--- src/pcbs_pkg.sv ---
// Package for the capture buffer scheduler: sizes, codes, word types and helpers.
package pcbs_pkg;

  // Ring geometry
  localparam int unsigned RING_SLOTS = 2;
  localparam int unsigned IDX_W      = (RING_SLOTS > 1) ? $clog2(RING_SLOTS) : 1;
  localparam int unsigned PEND_W     = $clog2(RING_SLOTS + 1);

  // Field widths
  localparam int unsigned ADDR_W = 32;
  localparam int unsigned CNT_W  = 16;
  localparam int unsigned HND_W  = 32;

  typedef enum logic [1:0] {
    CMD_SCHEDULE = 2'd0,
    CMD_COMPLETE = 2'd1,
    CMD_ERROR    = 2'd2,
    CMD_ABORT    = 2'd3
  } cmd_e;

  typedef enum logic [1:0] {
    MODE_IDLE      = 2'd0,
    MODE_STREAMING = 2'd1,
    MODE_STOPPED   = 2'd2
  } mode_e;

  typedef enum logic [1:0] {
    SLOT_FREE      = 2'd0,
    SLOT_SCHEDULED = 2'd1,
    SLOT_ARMED     = 2'd2
  } slot_state_e;

  // Input word
  typedef struct packed {
    logic [1:0]        command;
    logic [ADDR_W-1:0] buffer_address;
    logic [CNT_W-1:0]  sample_count;
    logic [HND_W-1:0]  handler_id;
    logic              overflow_seen;
  } in_word_t;

  // Result word
  typedef struct packed {
    logic              rx_complete;
    logic              stream_stopped;
    logic              dma_error;
    logic              overrun;
    logic              arm_valid;
    logic [ADDR_W-1:0] arm_address;
    logic [CNT_W-1:0]  arm_count;
    logic [HND_W-1:0]  arm_handler;
    logic              done_slot;
    logic [ADDR_W-1:0] done_address;
    logic [CNT_W-1:0]  done_count;
    logic              active;
  } out_word_t;

  // One ring descriptor
  typedef struct packed {
    logic [ADDR_W-1:0] addr;
    logic [CNT_W-1:0]  count;
    logic [HND_W-1:0]  handler;
  } desc_t;

  // Control from the sequencer to the descriptor store
  typedef struct packed {
    logic             wr_en;
    logic [IDX_W-1:0] wr_idx;
    logic [IDX_W-1:0] rd_idx;
  } store_req_t;

  // Ring index increment with wrap
  function automatic logic [IDX_W-1:0] next_idx(input logic [IDX_W-1:0] idx);
    logic [IDX_W-1:0] res;
    if (idx == IDX_W'(RING_SLOTS - 1)) begin
      res = '0;
    end else begin
      res = idx + IDX_W'(1);
    end
    return res;
  endfunction

endpackage

--- src/pcbs_desc_store.sv ---
// Descriptor store: one register set per ring slot, one write and one read port.
module pcbs_desc_store (
  input  logic                clk_i,
  input  pcbs_pkg::store_req_t req_i,
  input  pcbs_pkg::desc_t     wdata_i,
  output pcbs_pkg::desc_t     rdata_o
);

  pcbs_pkg::desc_t slot_q [pcbs_pkg::RING_SLOTS];

  // Write the fill slot on schedule
  always_ff @(posedge clk_i) begin
    if (req_i.wr_en) begin
      slot_q[req_i.wr_idx] <= wdata_i;
    end
  end

  // Single read port for the slot being armed
  assign rdata_o = slot_q[req_i.rd_idx];

endmodule

--- src/pcbs_ctrl.sv ---
// Scheduler sequencer: run mode, ring pointers, slot status and result decode.
module pcbs_ctrl (
  input  logic                 clk_i,
  input  logic                 rst_ni,
  input  logic                 valid_i,
  input  pcbs_pkg::in_word_t   word_i,
  input  pcbs_pkg::desc_t      rdata_i,
  output pcbs_pkg::store_req_t req_o,
  output pcbs_pkg::desc_t      wdata_o,
  output pcbs_pkg::out_word_t  result_o
);

  pcbs_pkg::mode_e                   mode_q, mode_d;
  logic [pcbs_pkg::IDX_W-1:0]        fill_q, fill_d;
  logic [pcbs_pkg::IDX_W-1:0]        drain_q, drain_d;
  logic [pcbs_pkg::PEND_W-1:0]       pend_q, pend_d;
  pcbs_pkg::slot_state_e             status_q [pcbs_pkg::RING_SLOTS];
  pcbs_pkg::slot_state_e             status_d [pcbs_pkg::RING_SLOTS];
  pcbs_pkg::desc_t                   armed_q, armed_d;
  pcbs_pkg::desc_t                   arm_desc;
  logic [pcbs_pkg::IDX_W-1:0]        drain_nxt;
  pcbs_pkg::cmd_e                    cmd;

  assign cmd       = pcbs_pkg::cmd_e'(word_i.command);
  assign drain_nxt = pcbs_pkg::next_idx(drain_q);

  assign wdata_o.addr    = word_i.buffer_address;
  assign wdata_o.count   = word_i.sample_count;
  assign wdata_o.handler = word_i.handler_id;

  // Forward the word being written when the arm reads the same slot
  assign arm_desc = (req_o.wr_en && (req_o.rd_idx == req_o.wr_idx)) ? wdata_o : rdata_i;

  // Next state and result for one command word
  always_comb begin
    mode_d   = mode_q;
    fill_d   = fill_q;
    drain_d  = drain_q;
    pend_d   = pend_q;
    armed_d  = armed_q;
    status_d = status_q;
    req_o    = '0;
    result_o = '0;

    unique case (cmd)
      pcbs_pkg::CMD_SCHEDULE: begin
        if (status_q[fill_q] == pcbs_pkg::SLOT_FREE) begin
          req_o.wr_en       = 1'b1;
          req_o.wr_idx      = fill_q;
          status_d[fill_q]  = pcbs_pkg::SLOT_SCHEDULED;
          fill_d            = pcbs_pkg::next_idx(fill_q);
          pend_d            = pend_q + pcbs_pkg::PEND_W'(1);
          req_o.rd_idx      = drain_q;
          if ((mode_q == pcbs_pkg::MODE_IDLE || mode_q == pcbs_pkg::MODE_STOPPED) &&
              status_d[drain_q] == pcbs_pkg::SLOT_SCHEDULED) begin
            // arm the oldest waiting slot
            pend_d               = pend_q;
            status_d[drain_q]    = pcbs_pkg::SLOT_ARMED;
            mode_d               = pcbs_pkg::MODE_STREAMING;
            armed_d              = arm_desc;
            result_o.arm_valid   = 1'b1;
            result_o.arm_address = arm_desc.addr;
            result_o.arm_count   = arm_desc.count;
            result_o.arm_handler = arm_desc.handler;
          end
        end
      end
      pcbs_pkg::CMD_COMPLETE: begin
        if (status_q[drain_q] == pcbs_pkg::SLOT_ARMED) begin
          result_o.rx_complete  = 1'b1;
          result_o.done_slot    = drain_q[0];
          result_o.done_address = armed_q.addr;
          result_o.done_count   = armed_q.count;
          status_d[drain_q]     = pcbs_pkg::SLOT_FREE;
          drain_d               = drain_nxt;
          req_o.rd_idx          = drain_nxt;
          if (pend_q != '0) begin
            if (status_q[drain_nxt] == pcbs_pkg::SLOT_SCHEDULED) begin
              pend_d               = pend_q - pcbs_pkg::PEND_W'(1);
              status_d[drain_nxt]  = pcbs_pkg::SLOT_ARMED;
              mode_d               = pcbs_pkg::MODE_STREAMING;
              armed_d              = arm_desc;
              result_o.arm_valid   = 1'b1;
              result_o.arm_address = arm_desc.addr;
              result_o.arm_count   = arm_desc.count;
              result_o.arm_handler = arm_desc.handler;
            end
          end else begin
            mode_d                  = pcbs_pkg::MODE_STOPPED;
            result_o.stream_stopped = 1'b1;
          end
        end
        result_o.overrun = word_i.overflow_seen;
      end
      pcbs_pkg::CMD_ERROR: begin
        // the armed slot goes back in line as the oldest one
        if (status_q[drain_q] == pcbs_pkg::SLOT_ARMED) begin
          status_d[drain_q] = pcbs_pkg::SLOT_SCHEDULED;
          pend_d            = pend_q + pcbs_pkg::PEND_W'(1);
        end
        mode_d             = pcbs_pkg::MODE_STOPPED;
        result_o.dma_error = 1'b1;
        result_o.overrun   = word_i.overflow_seen;
      end
      pcbs_pkg::CMD_ABORT: begin
        if (mode_q != pcbs_pkg::MODE_IDLE) begin
          mode_d  = pcbs_pkg::MODE_IDLE;
          fill_d  = '0;
          drain_d = '0;
          pend_d  = '0;
          for (int i = 0; i < int'(pcbs_pkg::RING_SLOTS); i++) begin
            status_d[i] = pcbs_pkg::SLOT_FREE;
          end
        end
      end
      default: begin
      end
    endcase

    result_o.active = (mode_d != pcbs_pkg::MODE_IDLE);
    if (!valid_i) begin
      req_o.wr_en = 1'b0;
    end
  end

  // Control state
  always_ff @(posedge clk_i or negedge rst_ni) begin
    if (!rst_ni) begin
      mode_q  <= pcbs_pkg::MODE_IDLE;
      fill_q  <= '0;
      drain_q <= '0;
      pend_q  <= '0;
      for (int i = 0; i < int'(pcbs_pkg::RING_SLOTS); i++) begin
        status_q[i] <= pcbs_pkg::SLOT_FREE;
      end
    end else if (valid_i) begin
      mode_q   <= mode_d;
      fill_q   <= fill_d;
      drain_q  <= drain_d;
      pend_q   <= pend_d;
      status_q <= status_d;
    end
  end

  // Copy of the armed descriptor, reported on completion
  always_ff @(posedge clk_i) begin
    if (valid_i) begin
      armed_q <= armed_d;
    end
  end

endmodule

--- src/ping_pong_capture_buffer_scheduler.sv ---
// Top level: command word register, sequencer, descriptor store, result register.
// Path: a taken word passes the input register, the sequencer and the result register;
//   its result on result_o is marked by result_valid_o.
// Throughput: one command word per cycle; busy stays low, the input and result
//   registers overlap successive words, and the receiver cannot stall.
// Reset (rst_ni low, asynchronous): idle mode, pointers cleared, all slots free, no result.
module ping_pong_capture_buffer_scheduler (
  input  logic                clk_i,
  input  logic                rst_ni,
  input  logic                start,
  output logic                busy,
  input  pcbs_pkg::in_word_t  cmd_i,
  output logic                result_valid_o,
  output pcbs_pkg::out_word_t result_o
);

  logic                 in_valid_q;
  pcbs_pkg::in_word_t   in_q;
  logic                 res_valid_q;
  pcbs_pkg::out_word_t  res_q;
  pcbs_pkg::out_word_t  res_d;
  pcbs_pkg::store_req_t store_req;
  pcbs_pkg::desc_t      store_wdata;
  pcbs_pkg::desc_t      store_rdata;

  // Every word finishes in one pass, so the block never refuses one
  assign busy = 1'b0;

  // Input register
  always_ff @(posedge clk_i or negedge rst_ni) begin
    if (!rst_ni) begin
      in_valid_q <= 1'b0;
    end else begin
      in_valid_q <= start && !busy;
    end
  end

  always_ff @(posedge clk_i) begin
    if (start && !busy) begin
      in_q <= cmd_i;
    end
  end

  pcbs_ctrl u_ctrl (
    .clk_i    (clk_i),
    .rst_ni   (rst_ni),
    .valid_i  (in_valid_q),
    .word_i   (in_q),
    .rdata_i  (store_rdata),
    .req_o    (store_req),
    .wdata_o  (store_wdata),
    .result_o (res_d)
  );

  pcbs_desc_store u_store (
    .clk_i   (clk_i),
    .req_i   (store_req),
    .wdata_i (store_wdata),
    .rdata_o (store_rdata)
  );

  // Result register
  always_ff @(posedge clk_i or negedge rst_ni) begin
    if (!rst_ni) begin
      res_valid_q <= 1'b0;
    end else begin
      res_valid_q <= in_valid_q;
    end
  end

  always_ff @(posedge clk_i) begin
    if (in_valid_q) begin
      res_q <= res_d;
    end
  end

  assign result_valid_o = res_valid_q;
  assign result_o       = res_q;

endmodule

--- config.mk ---
export PLATFORM = sky130hd
export DESIGN_NAME = ping_pong_capture_buffer_scheduler
export DESIGN_NICKNAME = d
export VERILOG_FILES = /design/src/pcbs_pkg.sv /design/src/pcbs_desc_store.sv /design/src/pcbs_ctrl.sv /design/src/ping_pong_capture_buffer_scheduler.sv
export SDC_FILE = /design/constraint.sdc
export NUM_CORES = 1
export LEC_CHECK = 0
export BUFFER_PORTS_ARGS = -buffer_cell sky130_fd_sc_hd__clkbuf_2
export CELL_PAD_IN_SITES_DETAIL_PLACEMENT = 1
export CELL_PAD_IN_SITES_GLOBAL_PLACEMENT = 1
export CORE_MARGIN = 4
export CORE_UTILIZATION = 40
export CTS_BUF_LIST = sky130_fd_sc_hd__clkbuf_8
export CTS_CLUSTER_DIAMETER = 200
export DETAILED_ROUTE_END_ITERATION = 7
export PLACE_DENSITY_LB_ADDON = 0.1
export SYNTH_ARGS = -nofsm -noshare
export SYNTH_HDL_FRONTEND = slang
export SYNTH_HIERARCHICAL = 1
export SYNTH_SLANG_ARGS = --single-unit
--- constraint.sdc ---
create_clock -name clk_i -period 9 [get_ports clk_i]
set_input_delay 0.45 -clock clk_i [delete_from_list [all_inputs] [get_ports clk_i]]
set_output_delay 0.45 -clock clk_i [all_outputs]
set_load 0.02 [all_outputs]
; ---- After elaboration in Yosys (flattened, before gate mapping)
; Memories as Yosys holds them, arrays and structs flattened.
; Cells that the tools add are included.
[word_totals]
ramBits = 160
input_bits = 86
mem_count = 1
word_cells = 164
out_inout_bits = 137
regBits = 278
[mem_list]
columns = memory, words, width, rd, rd_clocked_by_memory_dff, write_ports, line_no
row1 = u_store.slot_q, 2, 80, 1, 0, 1, pcbs_desc_store.sv:9  ; pcbs_pkg::desc_t slot_q [pcbs_pkg::RING_SLOTS];
[classes]
bitwise_logic = 17
n_lt_le_gt_ge = 6
n_addsub = 4
reduce_logical = 22
muxes = 71
n_eq_ne = 16
[ops]
columns = op, count
row1 = two-way mux 80 bit, 6
row2 = two-way mux 81 bit, 4
row3 = case mux 81 bit (2 select lines), 1
row4 = case mux 80 bit (2 select lines), 1
row5 = two-way mux 130 bit, 1
row6 = two-way mux 2 bit, 30
row7 = two-way mux 4 bit, 7
row8 = case mux 2 bit (4 select lines), 2
row9 = case mux 4 bit (4 select lines), 1
row10 = "!= test 2 x 1 -> 1 bit, second input constant", 7
row11 = nonzero test 2 bit, 6
row12 = two-way mux 1 bit, 11
row13 = AND 2 bit, 4
row14 = "== test 2 bit, second input constant", 4
row15 = NOT 2 bit, 4
row16 = OR 2 bit, 4
row17 = AND reduction 4 bit, 2
row18 = AND reduction 8 bit, 1
row19 = AND reduction 7 bit, 1
row20 = demux 2 bit (select 1 bit), 3
row21 = "== test 2 x 1 -> 1 bit, second input constant", 3
row22 = ">= comparator 2 bit, second input constant", 3
row23 = logical NOT 2 bit, 3
row24 = "< comparator 2 x 1 -> 1 bit, second input constant", 3
row25 = other kinds (15), 24

; ---- Logic depth before layout (Yosys ltp)
; Gate-level depths: netlist (run 1).
[depth]
ltp_word = 16
mapped_depth = 10
ltp_nobuf = 7

; ---- Modules after synthesis
; Netlist (run 1), hierarchy kept.
[by_module_without_submodules]
columns = module, instances, cells_per_inst, seq_area_each_um2, area_per_inst_um2
row1 = ping_pong_capture_buffer_scheduler, 1, 222, 6596.3, 6607.6
row2 = pcbs_desc_store, 1, 251, 4804.6, 6189.7
row3 = pcbs_ctrl, 1, 494, 1691.6, 4919.7

; ---- Worst setup path before layout (run 1)
; Ideal clock, no wire load.
[synth_path]
path_type = register to register
start = register in_valid_q
end = memory u_store/slot_q[0][0] (netlist name), enable pin
setup_slack_ns = 0.990
path_buffers = 0
synth_period_minus_slack_ns = 8.010
arrival_time_ns = 7.483
path_stages_with_launch = 4
setup_time_ns = 0.528
required_time_ns = 8.472
cell_sequence = dfrtp_1 inv_1 nor2_1 nor2b_1
[synth_rtl]
columns = element, line_no
row1 = from (decl), ping_pong_capture_buffer_scheduler.sv:17  ; logic in_valid_q;
row2 = from (signal assigned), ping_pong_capture_buffer_scheduler.sv:34  ; in_valid_q <= start && !busy;
row3 = to (decl), pcbs_desc_store.sv:9

==> results of run 1 <==
## metal layers
metal | vias to the layer above | global-route usage | wire, µm
li1 | 4086 | - | -
met1 | 4323 | 0.2117 | 16550
met2 | 231 | 0.2532 | 17700
met3 | 77 | 0.04130 | 2120
met4 | 2 | 0.05119 | 912
met5 | - | 0 | 12
## cells by family after synthesis
group / Yosys count / synth area share
AO/OA/AOI/OAI: 49 / 0.01963
XOR/XNOR: 1 / 0.0004944
multiplexers: 163 / 0.1234
flip-flops: 438 / 0.7390
AND/OR/NAND/NOR: 183 / 0.05734
adder cells (fa/ha/maj): 4 / 0.002825
other: 1 / 0.0002117
buffers and inverters: 128 / 0.05706
## cell usage in the layout (no fill, tap or decap), types with 3 or more instances in the layout
cell type,netlist,layout
sky130_fd_sc_hd__clkinv_1,1,21
sky130_fd_sc_hd__buf_4,81,13
sky130_fd_sc_hd__a21o_1,3,3
sky130_fd_sc_hd__nor2_1,49,47
sky130_fd_sc_hd__clkinv_2,0,4
sky130_fd_sc_hd__ha_1,4,4
sky130_fd_sc_hd__nor3_1,4,4
sky130_fd_sc_hd__clkbuf_8,0,83
sky130_fd_sc_hd__dfrtp_1,12,11
sky130_fd_sc_hd__a31oi_1,3,3
sky130_fd_sc_hd__clkbuf_2,0,220
sky130_fd_sc_hd__dlygate4sd3_1,0,80
sky130_fd_sc_hd__mux2i_1,34,33
sky130_fd_sc_hd__nor2b_1,52,51
sky130_fd_sc_hd__nand2_1,8,8
sky130_fd_sc_hd__inv_1,9,33
sky130_fd_sc_hd__mux2_2,24,24
sky130_fd_sc_hd__and2_1,52,51
sky130_fd_sc_hd__a21oi_1,10,10
sky130_fd_sc_hd__edfxtp_1,426,426
sky130_fd_sc_hd__o311ai_0,3,3
sky130_fd_sc_hd__o21ai_0,11,11
sky130_fd_sc_hd__nand3_1,4,4
sky130_fd_sc_hd__mux2_4,105,105
## path summary, 6_finish.rpt
path	endpoint	cells after the start	slack, ns	start
hold / removal	in_q[55]	1	0.06	cmd_i[55]
setup / recovery	result_o[99]	9	5.07	in_q[82]
setup reg to reg	result_o[99]	9	5.07	in_q[82]
hold reg to reg	u_store/slot_q[0][26]	0	0.46	in_q[27]
min in group asynchronous	u_ctrl/pend_q[0]	2	0.31	rst_ni
max in group asynchronous	in_valid_q	2	8.38	rst_ni
## sequential cells by signal, summed over array words and instances, names as in the netlist, 2 cells and up
name             count
in_q                83
result_o           135
u_ctrl/armed_q      48
u_ctrl/mode_q        2
u_ctrl/pend_q        2
u_ctrl/status_q      4
u_store/slot_q     160
## cell type report
class / count / area share
Inverter: 10 / 0.001794
Clock buffer: 83 / 0.05458
Sequential cell: 438 / 0.6258
Timing Repair Buffer: 313 / 0.09553
Tap cell: 585 / 0.03497
Multi-Input combinational cell: 401 / 0.1749
Clock inverter: 52 / 0.01249
## metrics by stage
stage / cell area, µm² / hold WS (ns) / power, W / cells
after floorplan: 17720 / 0.1544 / 0.003116 / 967
after detailed placement: 18720 / 0.3935 / 0.003279 / 1667
after global routing: 20930 / 0.009126 / 0.005193 / 1882
after global placement: 18720 / 0.3768 / 0.003263 / 1667
final: 20930 / 0.06426 / 0.004927 / 1882
after CTS: 20920 / 0.004027 / 0.005032 / 1881
## power groups by stage
stage / Sequential [W] / Clock, W / Combinational (W)
floorplan: 0.00260 / 0 / 0.000518
global placement: 0.00257 / 0 / 0.000693
finish: 0.00253 / 0.00168 / 0.000718
CTS: 0.00253 / 0.00176 / 0.000734
detailed placement: 0.00258 / 0 / 0.000703
global route: 0.00255 / 0.00185 / 0.000789
## critical path: stages (launching register included)
cell                       delay (ns)
sky130_fd_sc_hd__edfxtp_1        0.42
sky130_fd_sc_hd__inv_1           0.11
sky130_fd_sc_hd__ha_1            0.56
sky130_fd_sc_hd__o21ai_0         0.40
sky130_fd_sc_hd__mux2i_4         0.24
sky130_fd_sc_hd__buf_4           0.41
sky130_fd_sc_hd__buf_4           0.72
sky130_fd_sc_hd__mux2_4          0.35
sky130_fd_sc_hd__mux2_4          0.27
sky130_fd_sc_hd__nor2b_1         0.13
==> impl_summary.md, run 1 <==
Global routing
The remaining global-route overflow is 0. The number of global-route vias before repair is roughly 9500. The global routing usage summed across all routing layers is 0.1579.

The maximum number of pins on one net before global-route repair is 71. The wire length of the first global-routing pass is ~57 mm. The initial antenna violation count is 1.

Status
The flow ran to the end, and the final reports show no timing, DRC or antenna violations.

Clock network
The tree built by TritonCTS fans out to around 440 sinks. The number of resized instances in the post-cts repair step is 0. Post-CTS timing repair inserted 0 buffers for setup. The clock tree synthesis step divided the H-tree into 3 levels. The clock reaches the later pin of the worst-skew pair after just over 0.6 ns. The clock passes through at most 3 buffers. The clock transition at the registers of the reported paths is about 0.060 ns. After clock tree synthesis, the flow added hold-fix buffers numbering 79.

The root buffer cell chosen for the clock tree is sky130_fd_sc_hd__clkbuf_8. TritonCTS built the clock tree. The number of buffers added by the clock tree synthesis step is 76.

Timing
The slack of the critical path is between 5 and 6 ns. Setup repair after global routing left no endpoint under its margin. The worst path needs ~3.9 ns of the cycle, external delays included.

Measured against its own limit, the worst slew margin works out to 0.2498. Setup violations remaining at the end of the flow were counted as 0. At the pin with the least slew margin, the transition time is roughly 1.1 ns. The setup TNS is 0 ns. The total count of hold-check failures in the final report is 0. The number of pins exceeding their max-slew limit in the final report was 0. The clock skew is 0.01518 ns. For this run, the top clock speed supported by timing is roughly 0.25 GHz. In the finished design, the share of the clock period the worst path needs comes to 0.4368.

Layout
0 antenna diodes ended up in the layout. The filler cells instantiated in the layout total about 4200. In the final layout, the multi-input gates occupy around 0.0037 mm². The number of nets in the layout is ~1300.

The area of all sequential standard cells is approximately 0.013 mm². The growth of design area from synthesis to finish is 18.13%. The fraction of layout instances using a drive strength above 1 is 0.3593.

Once layout is complete, the utilization of the core stands at 0.4816.

Logic synthesis
Counting every net in the synthesized netlist gives between 1000 and 1500. Of the post-synthesis cell area, the dominant cell type holds 0.7220. By count the netlist is led by 426 x sky130_fd_sc_hd__edfxtp_1, 105 x sky130_fd_sc_hd__mux2_4, 81 x sky130_fd_sc_hd__buf_4. The post-synthesis cell count is approximately 970. The largest total area in the synthesized netlist belongs to sky130_fd_sc_hd__edfxtp_1. Synthesis inferred around 440 register bits. Counting flops with an async set or reset pin after synthesis yields a share of 0.02740.

The sequential-to-total area share from yosys stat is 0.7390. Among all flip-flop cells after synthesis, the most frequent one is sky130_fd_sc_hd__edfxtp_1. After synthesis, the cell types taking the most area are sky130_fd_sc_hd__edfxtp_1 72%, sky130_fd_sc_hd__mux2_4 8.9%, sky130_fd_sc_hd__buf_4 3.4%, sky130_fd_sc_hd__mux2i_1 1.9%, sky130_fd_sc_hd__and2_1 1.8%.

The most numerous cell in the Yosys netlist is sky130_fd_sc_hd__edfxtp_1. Averaged over all synthesized cells, the footprint is roughly 18 µm². For this run, the number of Yosys warnings is 6. Yosys mapped the design onto 50 distinct sky130hd cell types.

The number of enable flip-flop cells after synthesis is around 430. The combined area of all synthesized cells is 0.01772 mm².

Floorplanning
The floorplan step set the die width to about 220 µm. Pin placement for this block handled around 220 I/O pins. The total die area is about 0.048 mm². The area of the core is ~0.043 mm². The floorplan has 76 rows. The y dimension of the die is between 200 and 250 µm. The initial utilization of the core area, before any placement, comes to 0.4077.

Pwr
The internal power contribution is between 0.003 and 0.004 W. The peak supply drop is 118.2 µV. The standby leakage power is roughly 7.8 nW.

For this design the total switching power over the nets is about 0.0013 W. The share of total power dissipated in the clock network is 0.340. Of the total power, the share spent switching nets is 0.2570. Of the total power, registers draw 0.514. In this run the power density over the cells is ~240 mW/mm².

The share of total power dissipated in combinational logic is 0.146.

Detailed routing
The residual antenna-violating net count after detailed routing is 0. The initial detailed-routing violation count is between 400 and 500. The iteration count of the initial detailed-routing pass is 4.

The post-detailed-route wirelength per cell is 19.82 µm. Wires add up to around 37 mm. The remaining design rule violation count is 0. The number of vias after detailed routing is between 8000 and 9000. The post-detailed-route via-to-cell ratio is 4.633.

Min path
The type of the worst min-delay path is primary input to flip-flop.

Setup path
Data on the critical path is required at its endpoint by 9.32 ns. The critical path data arrival time is 4.25 ns. The endpoint type of the worst setup path is a flip-flop. The maximum fanout count along the critical path is 37. STA classifies the critical path startpoint as a flip-flop. The start-to-end type of the worst setup path is flip-flop to flip-flop.

Placement
Buffers placed on the I/O ports in this run total approximately 220. Timing analysis after detailed placement gives a worst setup slack of between 5 and 6 ns. The HPWL after detailed placement is 21.35 mm.

The routability congestion estimate is 0.7559.

Flow run
The total of max-cap violations is 0.
No activity file was read; power rests on OpenSTA's default activity.
==> run 2, diff against run 1 <==
clock period = 3.9 ns   (was 9 ns; I/O delays follow)
==> run 2 against run 1 <==
Hold slack better by 0.012 ns. Register-to-register slack worse by 4.2 ns. Flip-flop and latch count unchanged. Largest power group unchanged. Global-route usage up 0.48 points. Routed wire length up 1.8%.
==> impl_summary.md, run 2 (synthesized netlist as in run 1, its figures left out) <==
Status
The flow ran to the end, and the final reports show no timing, DRC or antenna violations.

Floorplanning
The area of the core came to 0.04346 mm² (unchanged). The total die area is 0.04772 mm² (unchanged). The I/O pin count is 223 (unchanged). The die width was 218.5 µm (unchanged).

The site row count is 76 (unchanged). The initial cell density of the core is 0.4077 (unchanged). The y dimension of the die is 218.5 µm (unchanged).

Timing
The total count of hold-check failures in the final report was 0 (unchanged). The transition time at the pin with the least slew margin was 0.9023 ns (-0.2229 ns). The clock skew is 0.01720 ns (+0.002022 ns).

The worst hold slack came to 0.07652 ns (+0.01226 ns). The max-slew headroom at the worst pin is 0.3970 (+0.1472). Setup repair after global routing left no endpoint under its margin.

The part of the cycle the worst path needs was 0.7831 (+0.3463). The fmax is 0.3274 GHz (+29%). The minimum clock period is 3.054 ns (-0.8772 ns). The number of pins exceeding their max-slew limit in the final report is 0 (unchanged).

The setup TNS is 0 ns (unchanged). The slack of the critical path is 0.8457 ns (-4.223 ns). The final setup violation count is 0 (unchanged).

Clock network
The maximum buffer depth of the clock tree came to 3 (unchanged). The number of levels in the clock H-tree is 3 (unchanged). The total clock sinks is 438 (unchanged).

The number of resized instances in the post-cts repair step is 0 (unchanged). The number of buffers added by the clock tree synthesis step came to 74 (-2.6%). The CTS tree is done. The CTS root buffer is sky130_fd_sc_hd__clkbuf_8. The clock transition at the registers of the reported paths is 0.06 ns (about the same). The clock latency of the later-clocked register in the worst-skew pair came to 0.60 ns (about the same).

Detailed routing
The iteration count of the initial detailed-routing pass came to 4 (unchanged). The post-detailed-route via-to-cell ratio is 4.677 (+0.96%). The post-detailed-route wirelength per cell is 20.16 µm (+1.7%).

The total length of routed wires is 37.98 mm (+1.8%). The remaining design rule violation count is 0 (unchanged). The number of vias after detailed routing is 8812 (+1.1%). The residual antenna-violating net count after detailed routing is 0 (unchanged).

The initial detailed-routing violation count is 436 (+4.8%).

Pwr
The internal power contribution is 0.008303 W (+130%). The total power density per cell area was 531.4 mW/mm² (+130%). The net switching power is 0.002890 W (+130%). The peak supply drop is 235.1 µV (+99%). The standby leakage power came to 7.874 nW (+0.49%). The switching share of total power is 0.2582 (+0.001230). The fraction of power consumed by sequential logic is 0.521 (+0.007). The combinational fraction of design power is 0.155 (+0.009). The clock share of power was 0.324 (-0.016).

Layout
Leaving out fill and tap cells, the most frequent cell in the layout is sky130_fd_sc_hd__edfxtp_1. In the layout the commonest cells are 426 x sky130_fd_sc_hd__edfxtp_1, 220 x sky130_fd_sc_hd__clkbuf_2, 105 x sky130_fd_sc_hd__mux2_4, 85 x sky130_fd_sc_hd__dlygate4sd3_1, 78 x sky130_fd_sc_hd__clkbuf_8. The growth of design area from synthesis to finish is 18.89%. The flip-flop count of the largest register, all copies and words added is 160 (unchanged). The register with the most flip-flops in the final layout is u_store/slot_q. The fraction of layout instances using a drive strength above 1 came to 0.3603 (+0.0009865). The number of nets in the layout is 1343 (+0.98%). The antenna diode count was 0 (unchanged).

Global routing
The maximum number of pins on one net before global-route repair is 60 (-15%). The number of global-route vias before repair is 9996 (+5.0%). The remaining global-route overflow is 0 (unchanged).

The initial antenna violation count is 0 (-1). The wire length of the first global-routing pass is 58.91 mm (+3.2%). The global routing usage summed across all routing layers came to 0.1628 (+0.004847).

Setup path
The startpoint identified for the worst register-to-register timing path is u_ctrl/fill_q. The critical path data arrival time is 3.39 ns (-0.86 ns). The maximum fanout count along the critical path came to 52 (+41%). The endpoint type of the worst setup path is a flip-flop. The required time of the critical path came to 4.23 ns (-5.09 ns).

The type of element launching the critical path is a flip-flop. The critical path starts at u_ctrl/fill_q. The critical path in this run is classified as flip-flop to flip-flop.

Placement
The routability congestion estimate is 0.7934 (+5.0%). The number of buffer cells added on primary ports was 221 (unchanged). The post-placement setup slack is 0.8375 ns (-4.166 ns). The HPWL after detailed placement is 22.53 mm (+5.6%).

Flow run
The total of max-cap violations is 0 (unchanged).

Min path
The type of the worst min-delay path is primary input to flip-flop. The launch point of the worst hold path is start.
run 2: changes by cell type in the layout (fill, tap and decap cells not counted), sizes merged:
cell         previous run  this run
buf                    13        23
clkinv                 26        19
bufinv                  2         1
clkbuf                303       298
dlygate4sd3            80        85
run 2: final cells by class:
class | count | area [µm²]
Timing Repair Buffer | 328 | 2262
Clock inverter | 44 | 202.7
Sequential cell | 438 | 13100
Multi-Input combinational cell | 401 | 3660
Clock buffer | 78 | 1074
Fill cell | 4222 | 22390
Inverter | 10 | 37.54
Tap cell | 585 | 732.0
run 2: through the flow:
stage	util	instances	cell area, µm²	power [W]
2_1_floorplan	-	967	17730	0.007177
3_3_place_gp	0.4358	1677	18940	0.007580
3_5_place_dp	0.4358	1677	18940	0.007613
4_1_cts	0.4847	1884	21060	0.01143
5_1_grt	0.4847	1884	21060	0.01182
6_report	0.4847	1884	21060	0.01119
run 2: path summary, 6_finish.rpt:
check / to / slack (ns) / cells past startpoint
min reg2reg: u_store/slot_q[0][35] / 0.47 / 0
max: result_o[72] / 0.85 / 6
min in group asynchronous: u_ctrl/mode_q[0] / 0.71 / 3
min: in_q[2] / 0.08 / 1
max reg2reg: result_o[72] / 0.85 / 6
max in group asynchronous: in_valid_q / 2.69 / 3
run 2: routing by layer:
layer	GRT usage	up-vias	wire length, µm	part of all wire
li1	-	4102	-	-
met4	0.05393	0	728	0.019
met5	0	-	0	0
met1	0.2067	4434	16340	0.43
met2	0.2766	216	18930	0.50
met3	0.03824	60	1986	0.052
run 2: timing repair:
item	in CTS	in global routing
buffers inserted	0	0
endpoints found under the setup margin	0	0
endpoints found under the hold margin	95	0
hold buffers	85	0
run 2: worst max-delay path, cell delays in order, from the launching register on:
cell,delay (ns)
sky130_fd_sc_hd__dfrtp_1,0.51
sky130_fd_sc_hd__nor3b_4,0.24
sky130_fd_sc_hd__o21ai_0,0.50
sky130_fd_sc_hd__a21oi_1,0.24
sky130_fd_sc_hd__nor2_4,0.77
sky130_fd_sc_hd__buf_12,0.38
sky130_fd_sc_hd__nor2_1,0.12
run 2: power by group through the flow:
stage                     clock [W]  sequential (W)  combinational (W)
after detailed placement          0         0.00593            0.00168
after floorplan                   0         0.00598            0.00120
after global routing        0.00405         0.00587            0.00189
after CTS                   0.00383         0.00584            0.00177
after global placement            0         0.00591            0.00167
final                       0.00363         0.00583            0.00173
